==> config.mk <==
export PLATFORM = sky130hd
export DESIGN_NAME = brf_ctrl
export DESIGN_NICKNAME = d
export VERILOG_FILES = /design/src/hdl/brf_pkg.sv /design/src/hdl/brf_ctrl.sv
export SDC_FILE = /design/constraint.sdc
export NUM_CORES = 1
export LEC_CHECK = 0
export BUFFER_PORTS_ARGS = -buffer_cell sky130_fd_sc_hd__buf_2
export CAP_MARGIN = 40
export CORE_AREA = 2 2 39 41
export CTS_CLUSTER_DIAMETER = 50
export DETAILED_ROUTE_END_ITERATION = 7
export DIE_AREA = 0 0 41 43
export SYNTH_ARGS = -nofsm -noshare
export SYNTH_HDL_FRONTEND = slang
export SYNTH_SLANG_ARGS = --single-unit
export TNS_END_PERCENT = 100
==> constraint.sdc <==
create_clock -name clock -period 0.95 [get_ports clock]
set_clock_uncertainty 0.1 [all_clocks]
set_input_delay 0.0475 -clock clock [delete_from_list [all_inputs] [get_ports clock]]
set_output_delay 0.0475 -clock clock [all_outputs]
set_load 0.005 [all_outputs]
==> src/hdl/brf_pkg.sv <==
// Shared types and constants of the byte ring FIFO
package brf_pkg;

   localparam int BYTE_W     = 8;
   localparam int COUNT_W    = 12;
   localparam int ACTION_W   = 3;
   localparam int REQ_DATA_W = 24;
   localparam int RSP_DATA_W = 32;

   // Action codes; codes beyond query act as a query
   typedef enum logic [ACTION_W-1:0] {
      ACT_PUSH  = 3'd0,
      ACT_POP   = 3'd1,
      ACT_PEEK  = 3'd2,
      ACT_SKIP  = 3'd3,
      ACT_CLEAR = 3'd4,
      ACT_QUERY = 3'd5
   } action_type;

   // Commands from the controller to the datapath
   typedef struct packed {
      logic load_item;
      logic execute;
      logic load_result;
   } cmd_type;

endpackage

==> src/hdl/brf_ctrl.sv <==
// Controller state machine of the byte ring FIFO
module brf_ctrl (
   input  logic              clock,
   input  logic              reset,
   input  logic              req_tvalid,
   output logic              req_tready,
   output logic              rsp_tvalid,
   input  logic              rsp_tready,
   output brf_pkg::cmd_type  cmd
);

   typedef enum logic [2:0] {
      ST_IDLE = 3'b001,
      ST_EXEC = 3'b010,
      ST_SEND = 3'b100
   } ctrl_state_type;

   ctrl_state_type state_ff, state_in;
   logic           rsp_valid_ff, rsp_valid_in;
   logic           slot_free;

   // Output register may take a new result when empty or being drained
   assign slot_free  = !rsp_valid_ff || rsp_tready;
   assign req_tready = (state_ff == ST_IDLE);
   assign rsp_tvalid = rsp_valid_ff;

   // Decode commands from the current state
   always_comb begin
      cmd.load_item   = req_tvalid && (state_ff == ST_IDLE);
      cmd.execute     = (state_ff == ST_EXEC);
      cmd.load_result = (state_ff == ST_SEND) && slot_free;
   end

   // Advance through accept, execute and result load
   always_comb begin
      state_in = state_ff;
      unique case (state_ff)
         ST_IDLE: begin
            if (req_tvalid) state_in = ST_EXEC;
         end
         ST_EXEC: begin
            state_in = ST_SEND;
         end
         ST_SEND: begin
            if (slot_free) state_in = ST_IDLE;
         end
         default: begin
            state_in = ST_IDLE;
         end
      endcase
   end

   // Hold the result valid until its transfer
   always_comb begin
      if (cmd.load_result) begin
         rsp_valid_in = 1'b1;
      end else if (rsp_tready) begin
         rsp_valid_in = 1'b0;
      end else begin
         rsp_valid_in = rsp_valid_ff;
      end
   end

   always_ff @(posedge clock) begin
      if (reset) begin
         state_ff     <= ST_IDLE;
         rsp_valid_ff <= 1'b0;
      end else begin
         state_ff     <= state_in;
         rsp_valid_ff <= rsp_valid_in;
      end
   end

endmodule

After elaboration in Yosys (flattened, before gate mapping)
Index checks and enable logic that the tools add are counted.
{ "word_totals": {"inputBits": 4, "register_bits": 4, "output_inout_bits": 5, "elab_cells": 18} }
{ "classes": {"n_reduce_logical": 6, "n_eq_ne": 5, "muxes": 5} }
{ "ops": {"columns": ["cell", "count"], "rows": [
  ["3-bit one-hot mux with 3 select lines", 1],
  ["3-bit 2-to-1 mux", 2],
  ["2-bit != test (second input constant)", 2],
  ["3-bit by 1-bit == test with 1-bit output (second input constant)", 1],
  ["3-bit by 2-bit == test with 1-bit output (second input constant)", 1],
  ["3-bit == test (second input constant)", 1],
  ["1-bit logical AND", 2],
  ["1-bit 2-to-1 mux", 2],
  ["2-bit AND reduction", 1],
  ["2-bit nonzero test", 1],
  ["1-bit zero test", 1],
  ["1-bit logical OR", 1]
]} }

Longest topological paths before layout
Gate-level depths: netlist (run 1).
{ "depth": {"ltp_word": 4, "depth_mapped": 4, "mapped_depth_nobuf": 3} }

Least setup slack after synthesis (run 1)
Ideal clock, no wire load.
{ "synth_path": {"kind": "register to register", "from": "reg state_ff[2]", "to": "reg state_ff[0]", "period_less_slack_ns": 1.057, "setup_ns": 0.114, "arrival_time_ns": 0.843, "stages_incl_launch_ff": 4, "slack_ns": -0.107, "required_ns": 0.736, "path_buffers": 0, "cell_sequence": "dfxtp_1 > nor3b_2 > a21oi_1 > a21o_1"} }
{ "synth_via": {"elab_chain_len": 3, "word_cells_on_any_way": 7, "cone_classes": "eq/ne (5); mux (1); reduce/logical (1)"} }
{ "synth_rtl": {"columns": ["element", "line_no", "rtl"], "rows": [
  ["start, declared", "brf_ctrl.sv:18", "ctrl_state_type state_ff, state_in;"],
  ["start signal, assigned", "brf_ctrl.sv:69", "state_ff <= state_in;"],
  ["3-bit by 1-bit == test with 1-bit output (*)", null, null],
  ["via req_tready", "brf_ctrl.sv:6", "output logic req_tready,"],
  ["2-bit != test (no line)", null, null],
  ["2-bit AND reduction (no line)", null, null]
]} }
The timed path passes the listed nets; every way through them passes the cells marked *.
A chain may end at the register's enable or synchronous reset.

==> impl_results.md, run 1 <==
- Status: finished with violations
- Failing checks: hold timing, setup timing
- Slew HR: 88.2%
- #FFs+latches synth: 4
- Synth-to-Final Area Change: 91.1%
- Setup crit end kind: primary output
- Worst vdd ir: 0.443 mV
- Final Util: 27.3%
- Drc violations: 0
- Hold Slack: -0.0220 ns
- DR iter-0 viols: 4
- Starting Density: 14.3%
- CTS root buf: clkbuf_4
- Setup violations, final: 7
- Tcrit/Tclk final: 126%
- TritonCTS clock tree: yes
- R2R Path Start: state_ff[1]
- Site Rows: 14
- Clock share of power: 43.7%
- Cell Area, Synth: 198 um^2
- GR Overflow Total: 0
- Nets: 48
- Psw: 0.000103 W
- Register area share after synthesis: 40.5%
- Asr flop ratio synth: 0%
- Pleak: 0.181 nW
- Achievable Freq: 833 MHz
- DIE HEIGHT: 43 um
- Syn Nets: 27
- Num CTS Buffers: 3
- DRT Wirelength: 478 um
- Synth Instances: 23
- Final Critical Period: 1.20 ns
- Share of layout cells above drive strength 1: 66.7%
- Combinational Power Share: 17.0%
- Min-Delay Path Depth: 3
- DR vias: 220
- Max FO, Critical Path: 5
- ANT cells: 0
- Fin. max-slew vios: 0
- I/O Buffers: 8
- Most used DFF post-synth: dfxtp_1
- Fillers: 160
- Area of the multi-input gates: 113 um^2
- Setup TNS: -1.17 ns
- Drt wl/cell: 8.24 um
- Worst-Margin Slew: 0.177 ns
- Seq pwr share: 39.3%
- Post-route ant nets: 0
- Vias per std cell: 3.79
- Clock latency on the worst-skew pair: 0.23 ns
- Pre-Repair DR Iteration Count: 2
- PwrDens: 1250 mW/mm^2
- Unrepaired setup endpoints after global routing: yes
- Clock transition at the registers of the reported paths: 0.03 ns
- Synth warn: 0
- Detailed placement HPWL: 335 um
- Die area: 0.00176 mm^2
- Register area: 87.6 um^2
- Core footprint: 0.00138 mm^2
- Synth cell types: 13
- Crit Reg-Reg Endpoint: state_ff[0]
- Setup crit start: state_ff[1]
- Worst Path Arrival: 1.05 ns
- IO Pins: 9
- H-Tree Depth: 1
- CP Launch Type: flop
- Total GRT Usage: 6.43%
- Final WS setup: -0.251 ns
- First-pass GRT wire length: 662 um
- Final Hold Vio Count: 1
- Routability cong.: 0.660
- Yosys top cell by area: dfxtp_1
- Number of global-route vias before repair: 187
- CTS Buffer Depth: 2
- P_int: 0.000369 W
- Share of the synthesized area in the top cell type: 40.5%
- Clock Sinks: 4
- Syn_area_per_cell: 8.60 um^2
- Crit Path Class: reg2out
- DIE WIDTH: 41 um
- Worst EP required: 0.80 ns
- Antenna violations before repair: 0
- Synth top cells by count: dfxtp_1 (4), nor2_1 (4)
- Post-synth EDFFs: 0
- Largest net degree at the start of global routing: 6
- Top post-synthesis cells by area: dfxtp_1 (41%), nor3b_2 (13%), buf_4 (7.6%)
- Worst R2R Path Depth: 4
- Crit path capture: cmd[2]
- Worst hold-check path type: in2reg
- Max-cap viol count: 0
- Worst reg-to-reg setup slack: -0.16 ns
- Switching Fraction: 21.8%
[placed cells by master (no fill, tap or decap), drive strengths merged]
master,synthesis,layout
dfxtp,4,4
nor2,4,4
nor3,1,1
clkbuf,0,3
inv,1,1
dlygate4sd3,0,1
nand2,2,2
mux2i,1,1
nor3b,3,3
a21o,1,1
buf,2,17
nand3,1,1
a21oi,2,2
nor2b,1,1
[layer usage]
| layer | wire [um] | up-vias | track usage [%] |
|---|---|---|---|
| met4 | 18 | 0 | 8.00 |
| met5 | 0 | - | 0 |
| met1 | 173 | 95 | 4.84 |
| met3 | 43 | 2 | 4.71 |
| met2 | 243 | 7 | 8.75 |
| li1 | - | 116 | - |
[stage by stage]
step,power [W],hold slack [ns],area (um^2),cells,setup slack (ns)
2_1_floorplan,0.000218,0.0125,208,23,-0.0420
3_3_place_gp,0.000249,0.156,298,51,-0.0514
3_5_place_dp,0.000250,0.165,298,51,-0.0545
4_1_cts,0.000482,-0.0233,348,56,-0.257
5_1_grt,0.000500,0.000442,378,58,-0.351
6_report,0.000471,-0.0220,378,58,-0.251
[kinds of logic (layout without fill, tap and decap cells)]
family | count (synthesis) | in the layout | synth area share (%)
mux | 1 | 1 | 5.06
flops | 4 | 4 | 40.5
buf+inv | 3 | 22 | 9.49
simple gates | 12 | 12 | 36.1
compound gates | 3 | 3 | 8.86
[what timing repair did]
item	CTS	global route
endpoints found under the setup margin	6	8
resized for setup	3	4
hold endpoints to repair	4	0
pin swaps	2	3
hold buffers	1	0
setup buffers	1	2
[area by class of cell]
type | instances | area share (%)
clock buffers | 3 | 5.96
repair buffers | 18 | 34.8
multi-input cells | 16 | 29.8
inverters | 1 | 0.993
flip-flops and latches | 4 | 23.2
well taps | 16 | 5.30
[flip-flops by register name (all words and copies together) (netlist names)]
| name | count |
|---|---|
| state_ff | 3 |
| rsp_tvalid | 1 |
[worst min path at each step]
stage,startpoint,to
floorplan,reset,state_ff[1]
global placement,reset,state_ff[1]
detailed placement,reset,state_ff[1]
CTS,req_tvalid,state_ff[1]
global route,req_tvalid,state_ff[1]
finish,req_tvalid,state_ff[1]
[power groups by stage]
stage               logic [W]  registers [W]  clock network, W
finish              0.0000802       0.000185          0.000206
floorplan           0.0000305       0.000188                 0
global placement    0.0000594       0.000189                 0
CTS                 0.0000776       0.000187          0.000218
global route        0.0000894       0.000186          0.000225
detailed placement  0.0000602       0.000189                 0
[critical path, cell delays in order, from the launching register on]
cell	delay (ns)
dfxtp_2	0.34
nor3b_4	0.22
nand2_1	0.10
inv_1	0.06
buf_2	0.10
Power figures use the tool's default switching activity.
==> run 2, diff against run 1 <==
- PLACE_DENSITY: not set -> 0.31
==> run 2 against run 1 <==
Compared with the run above:
- the run ends with setup timing left
- register-to-register slack lost 0.02 ns
- core utilization grew 0.63 points
- cell area grew 2.3%
- hold slack gained 0.092 ns
- die area is the same
- global-route usage shrank 0.51 points
- critical path type unchanged
- largest cell class is now multi-input combinational cells
==> impl_results.md, run 2 (synthesized netlist as in run 1, its figures left out) <==
- Status: finished with violations
- Failing checks: setup timing
- Max FO, Critical Path: 5 (unchanged)
- Number of global-route vias before repair: 175 (-6.4%)
- Worst hold-check path type: in2reg
- Fin. max-slew vios: 0 (unchanged)
- Slew HR: 88.7% (+0.57 points)
- Vias per std cell: 3.64 (-4.0%)
- Setup crit end kind: primary output
- Num CTS Buffers: 3 (unchanged)
- DRT Wirelength: 461 um (-3.6%)
- Nets: 46 (-4.2%)
- Pleak: 0.171 nW (-5.3%)
- Crit Reg-Reg Endpoint: state_ff[0]
- Detailed placement HPWL: 330 um (-1.4%)
- Drt wl/cell: 8.23 um (-0.11%)
- Pre-CTS setup slack: -0.0731 ns (-0.0186 ns)
- H-Tree Depth: 1 (unchanged)
- TritonCTS clock tree: yes
- Largest Register: state_ff
- Hold Crit Start: req_tvalid
- Site Rows: 14 (unchanged)
- CP Launch Type: flop
- Routability cong.: 0.677 (+2.5%)
- Largest net degree at the start of global routing: 6 (unchanged)
- DR iter-0 viols: 0 (-4)
- Pre-Repair DR Iteration Count: 1 (-1)
- Setup crit start: state_ff[1]
- Tcrit/Tclk final: 123% (-3.2 points)
- Synth-to-Final Area Change: 95.6%
- Clock latency on the worst-skew pair: 0.23 ns (about the same)
- Starting Density: 14.3% (unchanged)
- Clock Sinks: 4 (unchanged)
- Worst EP required: 0.80 ns (about the same)
- Final Util: 27.9% (+0.63 points)
- Final Critical Period: 1.17 ns (-0.0300 ns)
- Min-Delay Path Depth: 3 (unchanged)
- Worst Path Arrival: 1.02 ns (-0.03 ns)
- Final WS setup: -0.221 ns (+0.0300 ns)
- First-pass GRT wire length: 696 um (+5.1%)
- Max reg flops: 3 (unchanged)
- I/O Buffers: 8 (unchanged)
- Hold Crit Endpoint: state_ff[0]
- IO Pins: 9 (unchanged)
- Worst reg-to-reg setup slack: -0.18 ns (-0.02 ns)
- Clock transition at the registers of the reported paths: 0.04 ns (about the same)
- Worst-Margin Slew: 0.168 ns (-0.00857 ns)
- Die area: 0.00176 mm^2 (unchanged)
- ANT cells: 0 (unchanged)
- Worst R2R Path Depth: 4 (unchanged)
- CTS Buffer Depth: 2 (unchanged)
- Crit Path Class: reg2out
- Core footprint: 0.00138 mm^2 (unchanged)
- Total GRT Usage: 5.92% (-0.51 points)
- Setup TNS: -1.30 ns (-0.132 ns)
- DIE WIDTH: 41 um (unchanged)
- Most frequent cells in the layout: buf_2 (6), buf_4 (6)
- Final Hold Vio Count: 0 (-1)
- Setup violations, final: 7 (unchanged)
- PwrDens: 1250 mW/mm^2 (+0.28%)
- Drc violations: 0 (unchanged)
- Worst vdd ir: 0.471 mV (+6.3%)
- CTS root buf: clkbuf_4
- Post-route ant nets: 0 (unchanged)
- R2R Path Start: state_ff[1]
- Unrepaired setup endpoints after global routing: yes
- Max-cap viol count: 0 (unchanged)
- GR Overflow Total: 0 (unchanged)
- Antenna violations before repair: 0 (unchanged)
- DIE HEIGHT: 43 um (unchanged)
- Share of layout cells above drive strength 1: 70.0% (+3.3 points)
- DR vias: 204 (-7.3%)
- Achievable Freq: 854 MHz (+2.6%)
-- run 2: metal layers --
| layer | global-route usage, % | part of all wire (%) |
|---|---|---|
| met1 | 7.07 | 42 |
| met2 | 7.81 | 55 |
| met3 | 1.57 | 2.4 |
| met4 | 6.00 | 0 |
| met5 | 0 | 0 |
-- run 2: area by class of cell --
| type | instances | area, um^2 |
|---|---|---|
| multi-input cells | 16 | 129 |
| clock buffers | 3 | 22.5 |
| inverters | 1 | 3.75 |
| fillers | 153 | 997 |
| flip-flops and latches | 4 | 92.6 |
| repair buffers | 16 | 119 |
| well taps | 16 | 20.0 |
-- run 2: worst max-delay path by stage --
| stage | end | slack [ns] |
|---|---|---|
| global route | cmd[2] | -0.27 |
| floorplan | state_ff[0] | -0.04 |
| global placement | state_ff[0] | -0.07 |
| detailed placement | state_ff[0] | -0.07 |
| finish | req_tready | -0.22 |
| CTS | cmd[1] | -0.25 |
-- run 2: metrics by stage --
| step | instance area [um^2] | instances | hold slack, ns | power [W] |
|---|---|---|---|---|
| after floorplan | 208 | 23 | 0.0125 | 0.000218 |
| after global placement | 275 | 48 | 0.162 | 0.000243 |
| after detailed placement | 275 | 48 | 0.153 | 0.000242 |
| after CTS | 318 | 53 | 0.0531 | 0.000473 |
| after global routing | 387 | 56 | 0.0994 | 0.000518 |
| final | 387 | 56 | 0.0701 | 0.000484 |
-- run 2: worst max-delay path: stages (launching register included) --
cell and delay, ns:
dfxtp_4 0.36, nor3b_4 0.21, buf_4 0.14, buf_6 0.08
-- run 2: where the power goes --
part / leakage, nW / switching [W] / internal (W)
Combinational: 0.123 / 0.0000311 / 0.0000618
Clock: 0.0138 / 0.0000656 / 0.000141
Sequential: 0.0347 / 0.0000117 / 0.000172
Total: 0.171 / 0.000108 / 0.000375
-- run 2: timing repair --
item                                    CTS  global route
endpoints found under the hold margin     4             0
hold buffers                              1             0
pin swaps                                 1             3
resized for setup                         1            12
setup buffers                             1             3
endpoints found under the setup margin    6             8
cloned                                    0             0
==> run 3, diff against run 2 <==
- ABC_AREA: not set -> 1
- PLACE_DENSITY: 0.31 -> 0.32
==> run 3 against run 2 <==
Compared with the run above:
- the flow still finishes with violations (setup timing)
- combinational power is 25% higher
- power is 7.8% higher
- clock-buffer cell count stayed put
- synthesized cell count is 35% higher
- critical path type unchanged
- critical endpoint is now cmd[2]
- highest routed layer is now met4
==> impl_results.md, run 3 <==
- Number of global-route vias before repair: 220 (+26%)
- Slowest stage delay, CP: 0.36 ns (about the same)
- Max reg flops: 3 (unchanged)
- Critical path's slowest cell: dfxtp_4
- DIE WIDTH: 41 um (unchanged)
- Pleak: 0.179 nW (+4.7%)
- Core footprint: 0.00138 mm^2 (unchanged)
- #FFs+latches synth: 4 (unchanged)
- Pre-Repair DR Iteration Count: 1 (unchanged)
- Clock transition at the registers of the reported paths: 0.04 ns (about the same)
- Total GRT Usage: 7.63% (+1.7 points)
- Share of the synthesized area in the top cell type: 38.6% (-2.0 points)
- TritonCTS clock tree: yes
- Setup violations, final: 5 (-2)
- Hold Crit Start: rsp_tready
- I/O Buffers: 8 (unchanged)
- Yosys top cell by area: dfxtp_1
- Worst hold-check path type: in2reg
- Syn Nets: 35 (+30%)
- R2R Path Start: state_ff[2]
- Vias per std cell: 3.57 (-1.9%)
- Site Rows: 14 (unchanged)
- Tcrit/Tclk final: 115% (-8.2 points)
- Die area: 0.00176 mm^2 (unchanged)
- Drc violations: 0 (unchanged)
- DR vias: 218 (+6.9%)
- Cell Area, Synth: 208 um^2 (+5.1%)
- Synth-to-Final Area Change: 73.5%
- Slew HR: 91.7% (+3.0 points)
- Worst R2R Path Depth: 7 (+3)
- Hold Crit Endpoint: rsp_tvalid
- Final Critical Period: 1.09 ns (-0.0775 ns)
- Drt wl/cell: 8.00 um (-2.8%)
- Share of layout cells above drive strength 1: 60.0% (-10 points)
- CTS Buffer Depth: 2 (unchanged)
- First-pass GRT wire length: 828 um (+19%)
- Clock Sinks: 4 (unchanged)
- Fin. max-slew vios: 0 (unchanged)
- Synth top cells by count: inv_1 (8), nor2_1 (6), nand2_1 (5)
- Most frequent cells in the layout: buf_2 (8), inv_1 (5), nor2_1 (4), nand2_1 (4)
- Status: finished with violations
- Crit Reg-Reg Endpoint: state_ff[0]
- Worst EP required: 0.80 ns (about the same)
- Most common cell in the netlist: inv_1
- Most common cell after layout, fill and taps aside: buf_2
- Clock latency on the worst-skew pair: 0.23 ns (about the same)
- Post-synth EDFFs: 0 (unchanged)
- Largest net degree at the start of global routing: 5 (-1)
- Worst Path Arrival: 0.95 ns (-0.07 ns)
- Register area share after synthesis: 38.6% (-2.0 points)
- Post-route ant nets: 0 (unchanged)
- CP Launch Type: flop
- Synth Instances: 31 (+35%)
- H-Tree Depth: 1 (unchanged)
- Nets: 51 (+11%)
- Setup TNS: -0.531 ns (+0.769 ns)
- Max-cap viol count: 0 (unchanged)
- Most used DFF post-synth: dfxtp_1
- Setup crit start: state_ff[2]
- Worst-Margin Slew: 0.124 ns (-0.0445 ns)
- Max FO, Critical Path: 4 (-1)
- Worst vdd ir: 0.481 mV (+2.2%)
- Synth cell types: 10 (-3)
- Asr flop ratio synth: 0% (unchanged)
- Min-Delay Path Depth: 4 (+1)
- Starting Density: 15.0% (+0.72 points)
- Worst reg-to-reg setup slack: -0.09 ns (+0.09 ns)
- DRT Wirelength: 488 um (+5.9%)
- Largest Register: state_ff
- Routability cong.: 0.586 (-13%)
- GR Overflow Total: 0 (unchanged)
- Area of the multi-input gates: 116 um^2 (-9.7%)
- Hold Slack: 0.00239 ns (-0.0677 ns)
- Unrepaired setup endpoints after global routing: yes
- DIE HEIGHT: 43 um (unchanged)
- Syn_area_per_cell: 6.70 um^2 (-22%)
- Crit Path Class: reg2out
- Sum of buffers and inverters on the critical path: 2 (unchanged)
- Cell Area, Placed: 253 um^2 (-8.2%)
- Fin area: 360 um^2 (-6.8%)
- CTS root buf: clkbuf_4
- DR iter-0 viols: 0 (unchanged)
- Register area: 88.8 um^2 (-4.1%)
- Setup crit end kind: primary output
- Achievable Freq: 914 MHz (+7.1%)
- Final Hold Vio Count: 0 (unchanged)
- Fillers: 161 (+5.2%)
- Antenna violations before repair: 0 (unchanged)
- PwrDens: 1450 mW/mm^2 (+16%)
- CP top delay family: flip-flops
- Top post-synthesis cells by area: dfxtp_1 (39%), inv_1 (14%), nor2_1 (11%)
- Cell Chain, Critical Path: inv_2 > nand3_4 > nor2_1 > buf_2
- ANT cells: 0 (unchanged)
- Detailed placement HPWL: 336 um (+1.8%)
- Final WS setup: -0.144 ns (+0.0775 ns)
- Failing checks: setup timing
- Num CTS Buffers: 3 (unchanged)
- IO Pins: 9 (unchanged)
- Synth warn: 0 (unchanged)
==> run 3: cells by family after synthesis <==
| group | after synthesis | synth area share [%] |
|---|---|---|
| simple gates | 15 | 34.9 |
| buf+inv | 10 | 21.7 |
| flops | 4 | 38.6 |
| compound gates | 2 | 4.82 |
==> run 3: report_power, final <==
part           internal [W]  switching (W)
clock network      0.000141      0.0000669
logic             0.0000642      0.0000520
registers          0.000179      0.0000187
==> run 3: what timing repair did <==
action | in CTS | in global routing
setup endpoints to repair | 4 | 6
pin swaps | 3 | 1
setup buffers | 2 | 1
resized for setup | 8 | 8
endpoints found under the hold margin | 4 | 0
hold buffers | 2 | 0
==> run 3: layer usage <==
metal / up-vias / GRT usage, % / share of wire [%]
li1: 117 / - / -
met1: 93 / 7.40 / 39
met2: 6 / 10.6 / 51
met3: 2 / 2.09 / 7.4
met4: 0 / 10.0 / 2.0
met5: - / 0 / 0
==> run 3: worst min-delay path, delay by kind of cell <==
kind	cells	cell delay, ns
buf+inv	2	0.14
compound gates	1	0.05
simple gates	1	0.04
==> run 3: area by class of cell <==
| type | count | area share (%) |
|---|---|---|
| Clock buffer | 3 | 6.25 |
| Inverter | 8 | 8.33 |
| Multi-Input combinational cell | 17 | 32.3 |
| Sequential cell | 4 | 24.7 |
| Tap cell | 16 | 5.56 |
| Timing Repair Buffer | 13 | 22.9 |
==> run 3: worst max path at each step <==
stage          cells past startpoint           to  slack, ns
2_1_floorplan                      5  state_ff[0]       0.08
3_3_place_gp                       4  state_ff[0]       0.02
3_5_place_dp                       6  state_ff[0]       0.01
4_1_cts                            4       cmd[0]      -0.15
5_1_grt                            4       cmd[0]      -0.20
6_report                           4       cmd[2]      -0.14
==> run 3: through the flow <==
| stage | util (%) | std cells | setup WS, ns | total power (W) |
|---|---|---|---|---|
| 2_1_floorplan | - | 31 | 0.0843 | 0.000233 |
| 3_3_place_gp | 18.3 | 53 | 0.0232 | 0.000262 |
| 3_5_place_dp | 18.3 | 53 | 0.0150 | 0.000261 |
| 4_1_cts | 23.4 | 60 | -0.147 | 0.000516 |
| 5_1_grt | 26.0 | 61 | -0.195 | 0.000560 |
| 6_report | 26.0 | 61 | -0.144 | 0.000522 |
